--- config.mk ---
export PLATFORM = sky130hd
export DESIGN_NAME = tcp_option_parser
export DESIGN_NICKNAME = d
export VERILOG_FILES = /design/src/rtl/tcpopt_pkg.sv /design/src/rtl/tcp_option_parser.sv
export SDC_FILE = /design/constraint.sdc
export NUM_CORES = 1
export LEC_CHECK = 0
export BUFFER_PORTS_ARGS = -buffer_cell sky130_fd_sc_hd__buf_2
export CELL_PAD_IN_SITES_DETAIL_PLACEMENT = 2
export CELL_PAD_IN_SITES_GLOBAL_PLACEMENT = 2
export CORE_MARGIN = 5
export CORE_UTILIZATION = 38
export CTS_BUF_LIST = sky130_fd_sc_hd__clkbuf_8
export CTS_CLUSTER_DIAMETER = 120
export DETAILED_ROUTE_END_ITERATION = 6
export PLACE_DENSITY_LB_ADDON = 0.1
export SYNTH_ARGS = -nofsm -noshare
export SYNTH_HDL_FRONTEND = slang
export SYNTH_SLANG_ARGS = --single-unit
--- constraint.sdc ---
create_clock -name clk -period 13.4 [get_ports clk]
set_clock_uncertainty 0.05 [all_clocks]
set_input_delay 1.34 -clock clk [delete_from_list [all_inputs] [get_ports clk]]
set_output_delay 1.34 -clock clk [all_outputs]
set_load 0.005 [all_outputs]
--- src/rtl/tcpopt_pkg.sv ---
// tcpopt_pkg: shared types and constants of the tcp option parser
// transaction payload structs, option kind codes and exact option lengths
// no dependencies
package tcpopt_pkg;

  // option region limit in bytes (tcp allows at most 40 option bytes)
  localparam int unsigned MAX_OPT_BYTES = 40;

  // fixed tcp header length ahead of the option region
  localparam int unsigned HDR_BASE = 20;

  // mss value when no mss option is present
  localparam logic [15:0] MSS_DEFAULT = 16'd536;

  // option kind codes
  localparam logic [7:0] KIND_EOL      = 8'd0;
  localparam logic [7:0] KIND_NOP      = 8'd1;
  localparam logic [7:0] KIND_MSS      = 8'd2;
  localparam logic [7:0] KIND_WSCALE   = 8'd3;
  localparam logic [7:0] KIND_SACK_OK  = 8'd4;
  localparam logic [7:0] KIND_STAMP    = 8'd8;

  // option lengths that are accepted for the known kinds
  localparam logic [7:0] LEN_MSS       = 8'd4;
  localparam logic [7:0] LEN_WSCALE    = 8'd3;
  localparam logic [7:0] LEN_SACK_OK   = 8'd2;
  localparam logic [7:0] LEN_STAMP     = 8'd10;

  // smallest legal option length (kind and length bytes)
  localparam logic [7:0] LEN_MIN       = 8'd2;

  // one option region byte with its header framing
  typedef struct packed {
    logic [7:0] opt_byte;
    logic [5:0] region_len;
    logic       first_byte;
    logic       last_byte;
  } opt_item_t;

  // per-header option summary
  typedef struct packed {
    logic        options_ok;
    logic [15:0] max_segment;
    logic [5:0]  mss_position;
    logic [7:0]  window_shift;
    logic        sack_allowed;
    logic        stamp_seen;
    logic [31:0] stamp_value;
    logic [31:0] stamp_echo;
  } opt_result_t;

endpackage

--- src/rtl/tcp_option_parser.sv ---
// tcp_option_parser: streaming tcp option walker, one option byte per transaction
// one summary transaction per header, produced on the header's last byte
// depends on tcpopt_pkg
//
// usage:
//   opt channel (opt_valid/opt_ready/opt) carries the option region of a tcp
//   header one byte per transaction, with region_len (data offset * 4 - 20)
//   repeated on every byte, first_byte on the first and last_byte on the last.
//   an empty region is sent as one dummy transaction with both flags set.
//   res channel (res_valid/res_ready/res) carries one summary per header:
//   list status, mss and its header offset, window scale, sack-permitted and
//   timestamp value/echo.
// timing:
//   one transaction per cycle unless a last byte waits on a stalled result; each
//   byte goes from the input register through the option walk into the parser
//   state. the summary is loaded from the input register into the result
//   register when the last byte moves on, and res is valid from there.
// reset:
//   rst (synchronous) empties both registers and clears the header state.
// stall:
//   a stalled result holds in the result register; bytes that are not the
//   last of a header keep flowing past it, and only a last byte waits for the
//   result register to free up, which then holds opt_ready low.
module tcp_option_parser
  import tcpopt_pkg::*;
(
  input  logic        clk,
  input  logic        rst,
  input  logic        opt_valid,
  output logic        opt_ready,
  input  opt_item_t   opt,
  output logic        res_valid,
  input  logic        res_ready,
  output opt_result_t res
);

  // walk phase: expecting kind, length, skipping value, or taking value
  typedef enum logic [1:0] {
    PH_KIND,
    PH_LEN,
    PH_SKIP,
    PH_TAKE
  } phase_t;

  // per-header parser state
  typedef struct packed {
    logic [5:0]  byte_pos;
    phase_t      phase;
    logic [7:0]  cur_kind;
    logic [5:0]  skip_left;
    logic        halted;
    logic        valid_flag;
    logic [15:0] mss_acc;
    logic [5:0]  mss_at;
    logic [7:0]  shift_acc;
    logic        sack_flag;
    logic        stamp_flag;
    logic [31:0] stamp_acc;
    logic [31:0] echo_acc;
  } hdr_state_t;

  localparam hdr_state_t HDR_CLEAR = '{
    byte_pos:   '0,
    phase:      PH_KIND,
    cur_kind:   '0,
    skip_left:  '0,
    halted:     1'b0,
    valid_flag: 1'b0,
    mss_acc:    MSS_DEFAULT,
    mss_at:     '0,
    shift_acc:  '0,
    sack_flag:  1'b0,
    stamp_flag: 1'b0,
    stamp_acc:  '0,
    echo_acc:   '0
  };

  localparam logic [5:0] LEN_LIMIT = 6'(MAX_OPT_BYTES);
  localparam logic [5:0] POS_MAX   = '1;
  // mss header offset is taken on its last value byte, which sits 3 past the kind
  localparam logic [5:0] MSS_AT_ADJ = 6'(HDR_BASE - 32'(LEN_MSS) + 1);

  // input register
  logic       in_vld;
  opt_item_t  in_q;

  // parser state
  hdr_state_t st;
  hdr_state_t st_next;

  // summary computed from the byte in the input register
  opt_result_t result;

  logic advance;

  // the input stage moves on unless it holds a last byte and the result is stuck
  assign advance   = in_vld && (!in_q.last_byte || !res_valid || res_ready);
  assign opt_ready = !in_vld || advance;

  // option walk for one byte
  always_comb begin
    hdr_state_t w;
    logic [5:0] len;
    logic [5:0] pos;
    logic [7:0] b;
    logic [6:0] rem;
    logic [7:0] olen;
    logic       exact;

    w    = in_q.first_byte ? HDR_CLEAR : st;
    len  = (in_q.region_len > LEN_LIMIT) ? LEN_LIMIT : in_q.region_len;
    pos  = w.byte_pos;
    b    = in_q.opt_byte;
    // bytes left in the region counted from the kind byte
    rem  = {1'b0, len} - {1'b0, pos} + 7'd1;
    olen = (b < {1'b0, rem}) ? b : {1'b0, rem};
    exact = ((w.cur_kind == KIND_MSS)     && (olen == LEN_MSS))     ||
            ((w.cur_kind == KIND_WSCALE)  && (olen == LEN_WSCALE))  ||
            ((w.cur_kind == KIND_SACK_OK) && (olen == LEN_SACK_OK)) ||
            ((w.cur_kind == KIND_STAMP)   && (olen == LEN_STAMP));

    if (!w.halted && (pos < len)) begin
      case (w.phase)
        PH_KIND: begin
          if (b == KIND_EOL) begin
            w.valid_flag = 1'b1;
            w.halted     = 1'b1;
          end else if (b != KIND_NOP) begin
            w.cur_kind = b;
            // no room left for a length byte
            if (({1'b0, pos} + 7'd1) >= {1'b0, len}) begin
              w.halted = 1'b1;
            end else begin
              w.phase = PH_LEN;
            end
          end
        end
        PH_LEN: begin
          if (olen < LEN_MIN) begin
            w.halted = 1'b1;
          end else begin
            w.skip_left = 6'(olen - LEN_MIN);
            if (exact && (w.cur_kind == KIND_SACK_OK)) begin
              w.sack_flag = 1'b1;
            end
            if (olen == LEN_MIN) begin
              w.phase = PH_KIND;
            end else begin
              w.phase = exact ? PH_TAKE : PH_SKIP;
            end
          end
        end
        PH_SKIP: begin
          w.skip_left = w.skip_left - 6'd1;
          if (w.skip_left == '0) begin
            w.phase = PH_KIND;
          end
        end
        PH_TAKE: begin
          if (w.cur_kind == KIND_MSS) begin
            w.mss_acc = {w.mss_acc[7:0], b};
          end else if (w.cur_kind == KIND_WSCALE) begin
            w.shift_acc = b;
          end else begin
            // value and echo shift through as one 64-bit big-endian word
            w.stamp_acc = {w.stamp_acc[23:0], w.echo_acc[31:24]};
            w.echo_acc  = {w.echo_acc[23:0], b};
          end
          w.skip_left = w.skip_left - 6'd1;
          if (w.skip_left == '0) begin
            if (w.cur_kind == KIND_MSS) begin
              w.mss_at = pos + MSS_AT_ADJ;
            end else if (w.cur_kind == KIND_STAMP) begin
              w.stamp_flag = 1'b1;
            end
            w.phase = PH_KIND;
          end
        end
        default: begin
          w.phase = PH_KIND;
        end
      endcase
    end

    if (pos != POS_MAX) begin
      w.byte_pos = pos + 6'd1;
    end

    // clean end: end-of-list seen, or stopped at an option boundary
    result.options_ok   = w.halted ? w.valid_flag : (w.phase == PH_KIND);
    result.max_segment  = w.mss_acc;
    result.mss_position = w.mss_at;
    result.window_shift = w.shift_acc;
    result.sack_allowed = w.sack_flag;
    result.stamp_seen   = w.stamp_flag;
    result.stamp_value  = w.stamp_acc;
    result.stamp_echo   = w.echo_acc;

    // a delivered summary starts the next header from scratch
    st_next = in_q.last_byte ? HDR_CLEAR : w;
  end

  always_ff @(posedge clk) begin
    if (rst) begin
      in_vld    <= 1'b0;
      res_valid <= 1'b0;
      st        <= HDR_CLEAR;
    end else begin
      if (opt_ready) begin
        in_vld <= opt_valid;
      end
      if (opt_valid && opt_ready) begin
        in_q <= opt;
      end
      if (advance) begin
        st <= st_next;
      end
      // result register: load on a last byte, else free on a taken transaction
      res_valid <= (advance && in_q.last_byte) || (res_valid && !res_ready);
      if (advance && in_q.last_byte) begin
        res <= result;
      end
    end
  end

endmodule

Yosys cells after proc, flatten, opt, wreduce, memory -nomap -nowiden
Index checks and enable logic that the tools add are counted.

cells by class
  add/sub/neg operators = 7
  magnitude comparators = 5
  eq/ne operators = 13
  multiplexer cells = 40
  bitwise gates (word level) = 1
  reductions and logical operators = 29

operators with widths
  kind                   count
  $mux W120              2
  $mux W64               2
  $mux W114              1
  $mux W65               1
  $eq A8 B2 Y1 const B   4
  $mux W8                4
  $mux W30               1
  $mux W6                5
  $mux W10               2
  $eq A8 B3 Y1 const B   2
  $eq A8 B4 Y1 const B   2
  $mux W16               1
  $mux W1                14
  $pmux W6 S2            1
  $logic_and A1 B1 Y1    10
  $logic_not A8 Y1       1
  $lt A8 B2 Y1 const B   1
  $lt A8 B7 Y1           1
  $mux W2                4
  $ne A8 B1 Y1 const B   1
  $add A6 B1 Y7 const B  1
  $add A7 B1 Y7 const B  1
  $ge A7 B6 Y1           1
  $logic_or A1 B1 Y1     7
  other kinds (18)       25

word-level totals
  register bits = 235
  output and inout port bits = 99

Depth between registers and ports, before layout
Gate-level depths: netlist (run 1).

  depth in word-level cells = 18
  depth in mapped cells = 22
  mapped depth without buffers = 19

Worst setup path before layout (run 1)
OpenSTA, ideal clock, no wires.

  path kind = input to register
  start = input res_ready
  end = register res[0] in the netlist's numbering, enable pin
  library setup time = 0.692 ns
  arrival = 9.032 ns
  required time = 12.658 ns
  setup slack = 3.626 ns
  stages = 6
  path buffers = 2
  cell sequence = nor2b_1 nand2_1 nand2_1 clkbuf_1 buf_1 nor3b_1

between the ends
  cells in the longest elaborated chain, start to end = 4

RTL lines
  element                             RTL line                  text
  start, declared                     tcp_option_parser.sv:33   input logic res_ready,
  $logic_or A1 B1 Y1                  tcp_option_parser.sv:97   assign advance = in_vld && (!in_q.last_byte || !res_valid || res_ready);
  $logic_and A1 B1 Y1                 tcp_option_parser.sv:97
  $logic_and A1 B1 Y1                 tcp_option_parser.sv:220  if (advance && in_q.last_byte) begin
  $reduce_and A2 Y1 (no source line)  --
  end signal, assigned                tcp_option_parser.sv:221  res <= result;
  end, declared                       tcp_option_parser.sv:34   output opt_result_t res

Every way passes these cells.
A chain may end at the register's enable or synchronous reset.

==> results.py, run 1 <==
metrics = {
    "die": {
        "coreArea_um2": 27900,
        "start_util_pct": 38.6,
        "die_y_um": 178,
        "die-width_um": 178,
        "die_area_um2": 31800,
        "io-pin-count": 119,
        "rows": 61,
    },
    "worst_setup_path": {
        "crit_path_end_kind": "flop",
        "rrSetupSlack_ns": 7.15,
        "critPathArrivalTime_ns": 6.50,
        "critPathRequiredTime_ns": 13.64,
        "startpoint_type": "flop",
        "crit_start": "in_q[1]",
        "timing.critical_path.to": "res[96]",
        "max_stage_delay_ns": 0.51,
        "timing.rr.end": "res[96]",
        "worstPathMaxFanout": 48,
        "path_class": "reg2reg",
        "worstPathCellList": "buf_4 -> clkinv_1 -> buf_4 -> nand2_1 -> ha_1 -> ha_1 -> inv_1 -> fa_1 -> or3_1 -> o311ai_1 -> xnor2_1 -> ha_1 -> a21oi_1 -> o211ai_1 -> a21oi_1 -> and3_1 -> o21bai_1 -> a311o_1 -> a21oi_1 -> o22ai_1",
        "reg2reg_from": "in_q[1]",
        "r2r_cells": 20,
        "crit_slowest_cell": "a21oi_1",
    },
    "cts": {
        "clk_latency_ns": 0.56,
        "clock-sinks": 235,
        "cts_hold_buf": 0,
        "cts_setup_buffers": 0,
        "clkTransAtPathRegs_ns": 0.06,
        "cts_tree": "yes",
        "clockBufferDepth": 3,
        "cts_buffers": 42,
        "cts_root_buf": "clkbuf_8",
        "cts_htree_levels": 2,
        "cts_resized": 0,
    },
    "yosys": {
        "ys.flop_type": "dfxtp_1",
        "synth.area.top_cells": "edfxtp_1 32%, dfxtp_1 23%, a22oi_1 6.9%",
        "netlist_top_cells_count": "163 x nand2_1, 145 x nor2_1, 122 x dfxtp_1, 113 x edfxtp_1, 100 x a21oi_1",
        "yosysSeqAreaShare_pct": 54.2,
        "syn_nets": 1172,
        "avgSynthCellArea_um2": 9.60,
        "synth_top_area_share_pct": 31.5,
        "yosys.area.top_type": "edfxtp_1",
        "netlist_instances": 1121,
        "synth_warnings": 0,
        "synth-edff-count": 113,
        "synth.most_common_cell": "nand2_1",
        "async_flop_share_pct": 0,
        "synth_cell_types": 66,
        "synth_area_um2": 10800,
        "synth-seq-cells": 235,
    },
    "pwr": {
        "sequentialPowerShare_pct": 51.7,
        "comb_power_share_pct": 6.0,
        "vdd_drop_max_v": 0.0000855,
        "swShare_pct": 25.2,
        "power.share.clock_pct": 42.3,
        "internal-power_mw": 1.11,
        "p_per_area_nw_per_um2": 119,
        "p_switching_mw": 0.374,
        "p_leak_nw": 4.71,
    },
    "global_routing": {
        "grt_pass1_vias": 9679,
        "grt_pass1_wl_mm": 55.2,
        "grt-ovfl-total": 0,
        "antenna_found_initial": 0,
        "grtUsageTotal_pct": 22.0,
        "grt_max_degree": 67,
    },
    "placed_design": {
        "place.gp.congestion": 0.859,
        "dpl.hpwl_mm": 23.6,
        "dpl_worst_slack_ns": 7.20,
        "port_buffers": 118,
    },
    "hold_path": {
        "hold_class": "reg2reg",
    },
    "finish": {
        "drive_gt1_share_pct": 16.5,
        "nNetsFinal": 1273,
        "diodes": 0,
        "syn_to_final_growth_pct": 15.7,
        "n_fill_cell": 3047,
    },
    "timing": {
        "fin_setup_tns_ns": 0,
        "max_freq_mhz": 160,
        "worstMarginPinSlew_ns": 1.10,
        "period_minus_slack_ns": 6.25,
        "rsz0062_at_grt": "no",
        "fin_hold_ws_ns": 0.436,
        "setup_violations": 0,
        "post-route-period-util_pct": 46.7,
        "finalMaxSlewViolations": 0,
        "hold_viol": 0,
        "fin_ws_ns": 7.15,
        "max-slew-margin-rel_pct": 26.3,
    },
    "detailed_routing": {
        "drc": 0,
        "vias": 9097,
        "drt_first_pass_iters": 5,
        "vias_per_cell": 5.57,
        "wl_mm": 35.3,
        "final_antenna_net_count": 0,
        "route.detailed.wl_per_inst_um": 21.7,
        "first_iter_violations": 533,
    },
    "job": {
        "maxCapViolCount": 0,
    },
    "status": {
        "outcome": "complete, no violations",
    },
}
==> worst min path at each step <==
stage	startpoint	to	depth (start not counted)
after floorplan	st[118]	st[118]	2
after global placement	st[118]	st[118]	2
after detailed placement	st[118]	st[118]	2
after CTS	st[118]	st[118]	2
after global routing	st[118]	st[118]	2
final	st[118]	st[118]	2
==> power by group through the flow <==
stage	combinational (mW)	clock [mW]	sequential, mW
after global routing	0.0987	0.685	0.765
after global placement	0.0864	0	0.779
final	0.0890	0.627	0.765
after detailed placement	0.0893	0	0.780
after floorplan	0.0601	0	0.776
after CTS	0.0897	0.650	0.765
==> critical path, delay by kind of cell (launching register included) <==
kind / cells / cell delay, ns
DFF: 1 / 0.32
xor gates and xnor gates: 1 / 0.28
and+or+nand+nor: 3 / 0.79
buffers and inverters: 4 / 1.42
AOI/OAI and AO/OA: 8 / 1.88
adders and majority gates: 4 / 1.20
==> metrics by stage <==
stage	instance area, µm²	cells	total power, mW	util, %
global placement	11700	1556	0.865	41.9
floorplan	10800	1121	0.836	-
finish	12400	1632	1.48	44.7
global route	12400	1632	1.55	44.7
detailed placement	11700	1556	0.869	41.9
CTS	12400	1632	1.50	44.7
==> cells in the final DEF (no fill, tap or decap), types with 8 or more instances in the layout <==
cell / n
a21o_1: 19
a21oi_1: 100
a22oi_1: 99
and3_1: 16
buf_2: 117
buf_4: 15
clkbuf_8: 47
dfxtp_1: 122
edfxtp_1: 113
ha_1: 30
inv_1: 47
mux2_2: 8
nand2_1: 163
nand3_1: 20
nor2_1: 144
nor2b_1: 16
nor3_1: 15
o21ai_0: 33
xnor2_1: 12
==> sequential cells by signal (all words and copies together), names as in the netlist <==
| signal | cells |
|---|---|
| res | 97 |
| st | 120 |
| in_q | 16 |
| res_valid | 1 |
| in_vld | 1 |
==> logic make-up (layout without fill, tap and decap cells) <==
group	count (synthesis)	after routing	share of synthesized area (%)
xor+xnor	15	15	1.22
mux	15	15	1.49
simple gates	419	419	17.3
flops	235	235	54.2
compound gates	304	304	18.3
fa+ha+maj	32	32	3.77
buf+inv	101	234	3.72
==> routing by layer <==
layer	routed length, µm	global-route usage (%)
met4	695	5.40
met1	16300	30.1
met3	1290	3.09
met5	0	0
met2	17000	37.0
==> area by class of cell <==
| class | instances | area (µm²) | share of cell area (%) |
|---|---|---|---|
| clock inverters | 29 | 133 | 1.07 |
| multi-input cells | 785 | 4560 | 36.6 |
| clock buffers | 47 | 647 | 5.20 |
| repair buffers | 132 | 698 | 5.61 |
| flip-flops and latches | 235 | 5840 | 46.9 |
| inverters | 26 | 97.6 | 0.784 |
| well taps | 378 | 473 | 3.80 |
No activity file was read; power rests on OpenSTA's default activity.
==> run 2: changes to the inputs <==
- clock period: 13.4 -> 5.97 ns (I/O delays scaled with it)
==> run 2 against run 1 <==
Worst setup slack lost 6.7 ns. First-iteration DRC count grew 13%. Non-clock buffer count is the same. Flip-flop and latch count is the same. Power grew 130%.
==> results.py, run 2 (synthesized netlist as in run 1, its figures left out) <==
metrics = {
    "worst_setup_path": {
        "path_class": "reg2reg",
        "critPathRequiredTime_ns": 6.19,
        "worstPathMaxFanout": 13,
        "critPathArrivalTime_ns": 5.72,
        "crit_path_end_kind": "flop",
        "startpoint_type": "flop",
    },
    "global_routing": {
        "grt_pass1_wl_mm": 54.4,
        "grt_max_degree": 86,
        "grtUsageTotal_pct": 21.6,
        "grt_pass1_vias": 9577,
        "antenna_found_initial": 0,
        "grt-ovfl-total": 0,
    },
    "cts": {
        "cts_root_buf": "clkbuf_8",
        "cts_htree_levels": 2,
        "clk_latency_ns": 0.54,
        "clkTransAtPathRegs_ns": 0.06,
        "clockBufferDepth": 3,
        "clock-sinks": 235,
        "cts_buffers": 41,
        "cts_tree": "yes",
    },
    "detailed_routing": {
        "route.detailed.wl_per_inst_um": 21.4,
        "vias_per_cell": 5.59,
        "wl_mm": 34.9,
        "drc": 0,
        "vias": 9112,
        "final_antenna_net_count": 0,
        "first_iter_violations": 601,
        "drt_first_pass_iters": 5,
    },
    "timing": {
        "setup_violations": 0,
        "max-slew-margin-rel_pct": 26.5,
        "finalMaxSlewViolations": 0,
        "post-route-period-util_pct": 92.1,
        "fin_setup_tns_ns": 0,
        "max_freq_mhz": 182,
        "fin_ws_ns": 0.469,
        "worstMarginPinSlew_ns": 1.10,
        "hold_viol": 0,
        "period_minus_slack_ns": 5.50,
        "rsz0062_at_grt": "no",
        "fin_hold_ws_ns": 0.181,
    },
    "finish": {
        "nNetsFinal": 1272,
        "n_fill_cell": 3058,
        "final_util_pct": 44.8,
        "diodes": 0,
        "drive_gt1_share_pct": 17.1,
        "syn_to_final_growth_pct": 16.0,
        "largest_reg_flops": 120,
        "top_regs": "st x120, res x97, in_q x16",
        "layout.cells.most_common": "nand2_1",
        "final_cell_mix": "163 x nand2_1, 144 x nor2_1, 122 x dfxtp_1",
        "largest-register": "st",
    },
    "job": {
        "maxCapViolCount": 0,
    },
    "placed_design": {
        "dpl_worst_slack_ns": 0.333,
        "port_buffers": 118,
        "dpl.hpwl_mm": 22.8,
        "place.gp.congestion": 0.872,
    },
    "hold_path": {
        "hold_class": "in2reg",
    },
    "die": {
        "rows": 61,
        "die_y_um": 178,
        "coreArea_um2": 27900,
        "start_util_pct": 38.6,
        "io-pin-count": 119,
        "die-width_um": 178,
        "die_area_um2": 31800,
    },
    "pwr": {
        "vdd_drop_max_v": 0.000153,
        "p_per_area_nw_per_um2": 270,
        "p_leak_nw": 4.70,
        "power.total_mw": 3.36,
    },
    "status": {
        "outcome": "complete, no violations",
    },
}
[run 2: cell types whose count changed in the layout (fill, tap and decap cells not counted)]
cell,previous run,this run
nor3b_2,2,1
a21oi_1,100,99
a21oi_2,1,2
clkinvlp_4,1,0
clkinv_1,3,6
clkbuf_8,47,51
clkinv_2,2,6
nor3b_4,0,1
inv_1,47,37
inv_12,1,0
[run 2: metrics by stage]
| stage | area, µm² | instances |
|---|---|---|
| after CTS | 12500 | 1631 |
| final | 12500 | 1631 |
| after global routing | 12500 | 1631 |
| after global placement | 11700 | 1556 |
| after detailed placement | 11700 | 1556 |
| after floorplan | 10800 | 1121 |
[run 2: layout make-up]
cell class / instances / area, µm² / area share [%]
flip-flops and latches: 235 / 5840 / 46.8
clock inverters: 24 / 103 / 0.822
well taps: 378 / 473 / 3.79
clock buffers: 51 / 702 / 5.63
repair buffers: 132 / 698 / 5.60
inverters: 26 / 97.6 / 0.782
multi-input cells: 785 / 4570 / 36.6
[run 2: worst paths after layout]
path,start,end,slack (ns),depth (start not counted)
worst max-delay path,in_q[6],res[96],0.47,19
worst min-delay path,opt[7],in_q[7],0.18,1
worst max register to register,in_q[6],res[96],0.47,19
worst min register to register,st[78],st[78],0.45,2
[run 2: report_power, final]
| group | internal [mW] | leakage (nW) | total [mW] | switching [mW] |
|---|---|---|---|---|
| logic | 0.0617 | 2.17 | 0.200 | 0.139 |
| registers | 1.70 | 2.06 | 1.72 | 0.0195 |
| clock network | 0.772 | 0.466 | 1.45 | 0.675 |
| total | 2.53 | 4.70 | 3.36 | 0.833 |
[run 2: worst max-delay path, cell delays in order, from the launching register on]
cell      delay, ns
edfxtp_1       0.40
o21ai_0        0.45
nand2_1        0.19
ha_1           0.34
inv_1          0.06
ha_1           0.15
inv_1          0.07
fa_1           0.47
or3_1          0.33
o311ai_1       0.31
xnor2_1        0.21
ha_1           0.36
a21oi_1        0.08
o211ai_1       0.31
a21o_1         0.44
and3_1         0.24
o21bai_1       0.06
a311o_1        0.38
a21oi_1        0.20
o22ai_1        0.12
[run 2: metal layers]
layer	wire, µm	part of all wire, %	global-route usage [%]
met5	0	0	0
met2	16900	49	36.5
met1	15900	45	29.8
met3	1580	4.5	3.16
met4	532	1.5	4.61
[run 2: repair_timing]
action                     4_1_cts  5_1_grt
setup buffers                    0        0
hold buffers                     0        0
setup endpoints to repair        0        2
hold endpoints to repair         0        0
gates resized for setup          0        1
==> run 3: changes to the inputs <==
- CORE_MARGIN: 5 -> not set
- PLACE_DENSITY: not set -> 0.87
- PLACE_DENSITY_LB_ADDON: 0.1 -> not set
- SETUP_SLACK_MARGIN: not set -> 0.5
==> run 3 against run 2 <==
Clock power is 3% lower. Critical path depth unchanged. Worst setup slack better by 0.28 ns. Cell count up 0.12%. Routed wire length increased by 7.7%. Clock-buffer cell count down 5. Worst hold slack lost 0.016 ns. Largest cell class unchanged.
==> results.py, run 3 (synthesized netlist as in run 1, its figures left out) <==
metrics = {
    "status": {
        "outcome": "complete, no violations",
    },
    "cts": {
        "clockBufferDepth": 3,
        "cts_htree_levels": 2,
        "cts_tree": "yes",
        "cts_setup_buffers": 0,
        "cts_buffers": 41,
        "cts_root_buf": "clkbuf_8",
        "clk_latency_ns": 0.56,
        "clkTransAtPathRegs_ns": 0.06,
        "clock-sinks": 235,
    },
    "detailed_routing": {
        "drt_first_pass_iters": 6,
        "drc": 0,
        "route.detailed.wl_per_inst_um": 23.0,
        "wl_mm": 37.6,
        "final_antenna_net_count": 0,
        "vias_per_cell": 5.74,
        "vias": 9368,
        "first_iter_violations": 631,
    },
    "global_routing": {
        "grt-ovfl-total": 0,
        "grtUsageTotal_pct": 26.1,
        "grt_pass1_wl_mm": 58.1,
        "grt_pass1_vias": 10100,
        "antenna_found_initial": 1,
        "grt_max_degree": 90,
    },
    "pwr": {
        "vdd_drop_max_v": 0.000127,
        "comb_power_share_pct": 6.3,
        "p_leak_nw": 4.70,
        "p_switching_mw": 0.865,
        "power.share.clock_pct": 42.2,
        "sequentialPowerShare_pct": 51.5,
        "p_per_area_nw_per_um2": 267,
        "swShare_pct": 25.9,
        "internal-power_mw": 2.47,
    },
    "timing": {
        "rsz0062_at_grt": "yes",
        "max_freq_mhz": 191,
        "fin_setup_tns_ns": 0,
        "worstMarginPinSlew_ns": 1.07,
        "finalMaxSlewViolations": 0,
        "setup_violations": 0,
        "fin_ws_ns": 0.745,
        "max-slew-margin-rel_pct": 28.3,
        "post-route-period-util_pct": 87.5,
        "hold_viol": 0,
        "period_minus_slack_ns": 5.23,
    },
    "worst_setup_path": {
        "reg2reg_from": "in_q[6]",
        "critPathArrivalTime_ns": 5.47,
        "critPathRequiredTime_ns": 6.21,
        "crit_path_end_kind": "flop",
        "path_class": "reg2reg",
        "worstPathMaxFanout": 9,
        "startpoint_type": "flop",
        "timing.rr.end": "res[96]",
        "rrSetupSlack_ns": 0.74,
        "r2r_cells": 19,
    },
    "finish": {
        "final_cell_mix": "163 x nand2_1, 144 x nor2_1, 122 x dfxtp_1",
        "fin_area_um2": 12500,
        "n_fill_cell": 3018,
        "largest_reg_flops": 120,
        "syn_to_final_growth_pct": 16.0,
        "top_regs": "st x120, res x97, in_q x16",
        "drive_gt1_share_pct": 16.7,
        "final_util_pct": 44.9,
        "diodes": 0,
        "largest-register": "st",
        "layout.cells.most_common": "nand2_1",
        "nNetsFinal": 1273,
    },
    "die": {
        "die_y_um": 170,
        "die-width_um": 170,
        "coreArea_um2": 27800,
        "start_util_pct": 38.7,
        "io-pin-count": 119,
        "die_area_um2": 29000,
        "rows": 61,
    },
    "hold_path": {
        "worstHoldStart": "opt[13]",
        "hold-path-endpoint": "in_q[13]",
        "hold_class": "in2reg",
        "worstHoldPathCells": 1,
    },
    "placed_design": {
        "port_buffers": 118,
        "place.gp.congestion": 0.860,
        "place_area_um2": 11700,
        "dpl_worst_slack_ns": 0.359,
        "dpl.hpwl_mm": 24.0,
    },
    "job": {
        "maxCapViolCount": 0,
    },
}
## run 3: changes by cell type in the layout (fill, tap and decap cells not counted), sizes merged
cell,delta
buf,+1
clkbuf,-5
inv,+5
clkinvlp,+1
## run 3: per-stage QoR
| stage | power [mW] | std cells | hold slack [ns] |
|---|---|---|---|
| finish | 3.33 | 1633 | 0.164 |
| global route | 3.45 | 1633 | 0.133 |
| CTS | 3.36 | 1633 | 0.134 |
| detailed placement | 1.95 | 1557 | 0.426 |
| global placement | 1.94 | 1557 | 0.418 |
| floorplan | 1.88 | 1121 | 0.395 |
## run 3: what timing repair did
item | in CTS | in global routing
endpoints found under the setup margin | 5 | 9
pin swaps | 0 | 0
gates resized for setup | 2 | 5
hold buffers | 0 | 0
## run 3: final cells by class
type	instances	area [µm²]	area share, %
flip-flops and latches	235	5840	46.8
multi-input cells	785	4590	36.8
repair buffers	133	722	5.78
clock buffers	46	633	5.07
well taps	378	473	3.79
clock inverters	30	131	1.05
inverters	26	97.6	0.782
## run 3: routing by layer
metal  GRT usage, %  vias to the layer above  part of all wire, %
li1               -                     4214                    -
met5              0                        -                    0
met1           32.9                     4786                   43
met3           3.88                       87                  4.4
met2           44.4                      281                   49
met4           11.4                        0                  3.7
## run 3: worst max path at each step
| stage | start | end | cells after the start |
|---|---|---|---|
| finish | in_q[6] | res[96] | 19 |
| global placement | in_q[6] | res[96] | 19 |
| global route | in_q[6] | res[65] | 18 |
| CTS | in_q[6] | res[96] | 19 |
| floorplan | in_q[1] | res[96] | 21 |
| detailed placement | in_q[6] | res[96] | 19 |
## run 3: power by group through the flow
stage          Sequential, mW  Clock (mW)  Combinational (mW)
5_1_grt                  1.72        1.51               0.228
4_1_cts                  1.72        1.44               0.205
6_report                 1.72        1.41               0.210
3_3_place_gp             1.75           0               0.195
3_5_place_dp             1.75           0               0.203
2_1_floorplan            1.74           0               0.135
## run 3: worst max-delay path: stages, from the launching register on
cell	delay, ns
edfxtp_1	0.42
o21ai_1	0.30
nand2_1	0.15
ha_1	0.34
inv_1	0.07
ha_1	0.16
inv_1	0.07
fa_1	0.48
or3_1	0.32
o311ai_1	0.29
xnor2_1	0.27
ha_1	0.34
a21oi_1	0.16
o211ai_1	0.19
a21oi_4	0.31
and3_1	0.21
o21bai_1	0.08
a311o_1	0.37
a21oi_1	0.25
o22ai_1	0.13
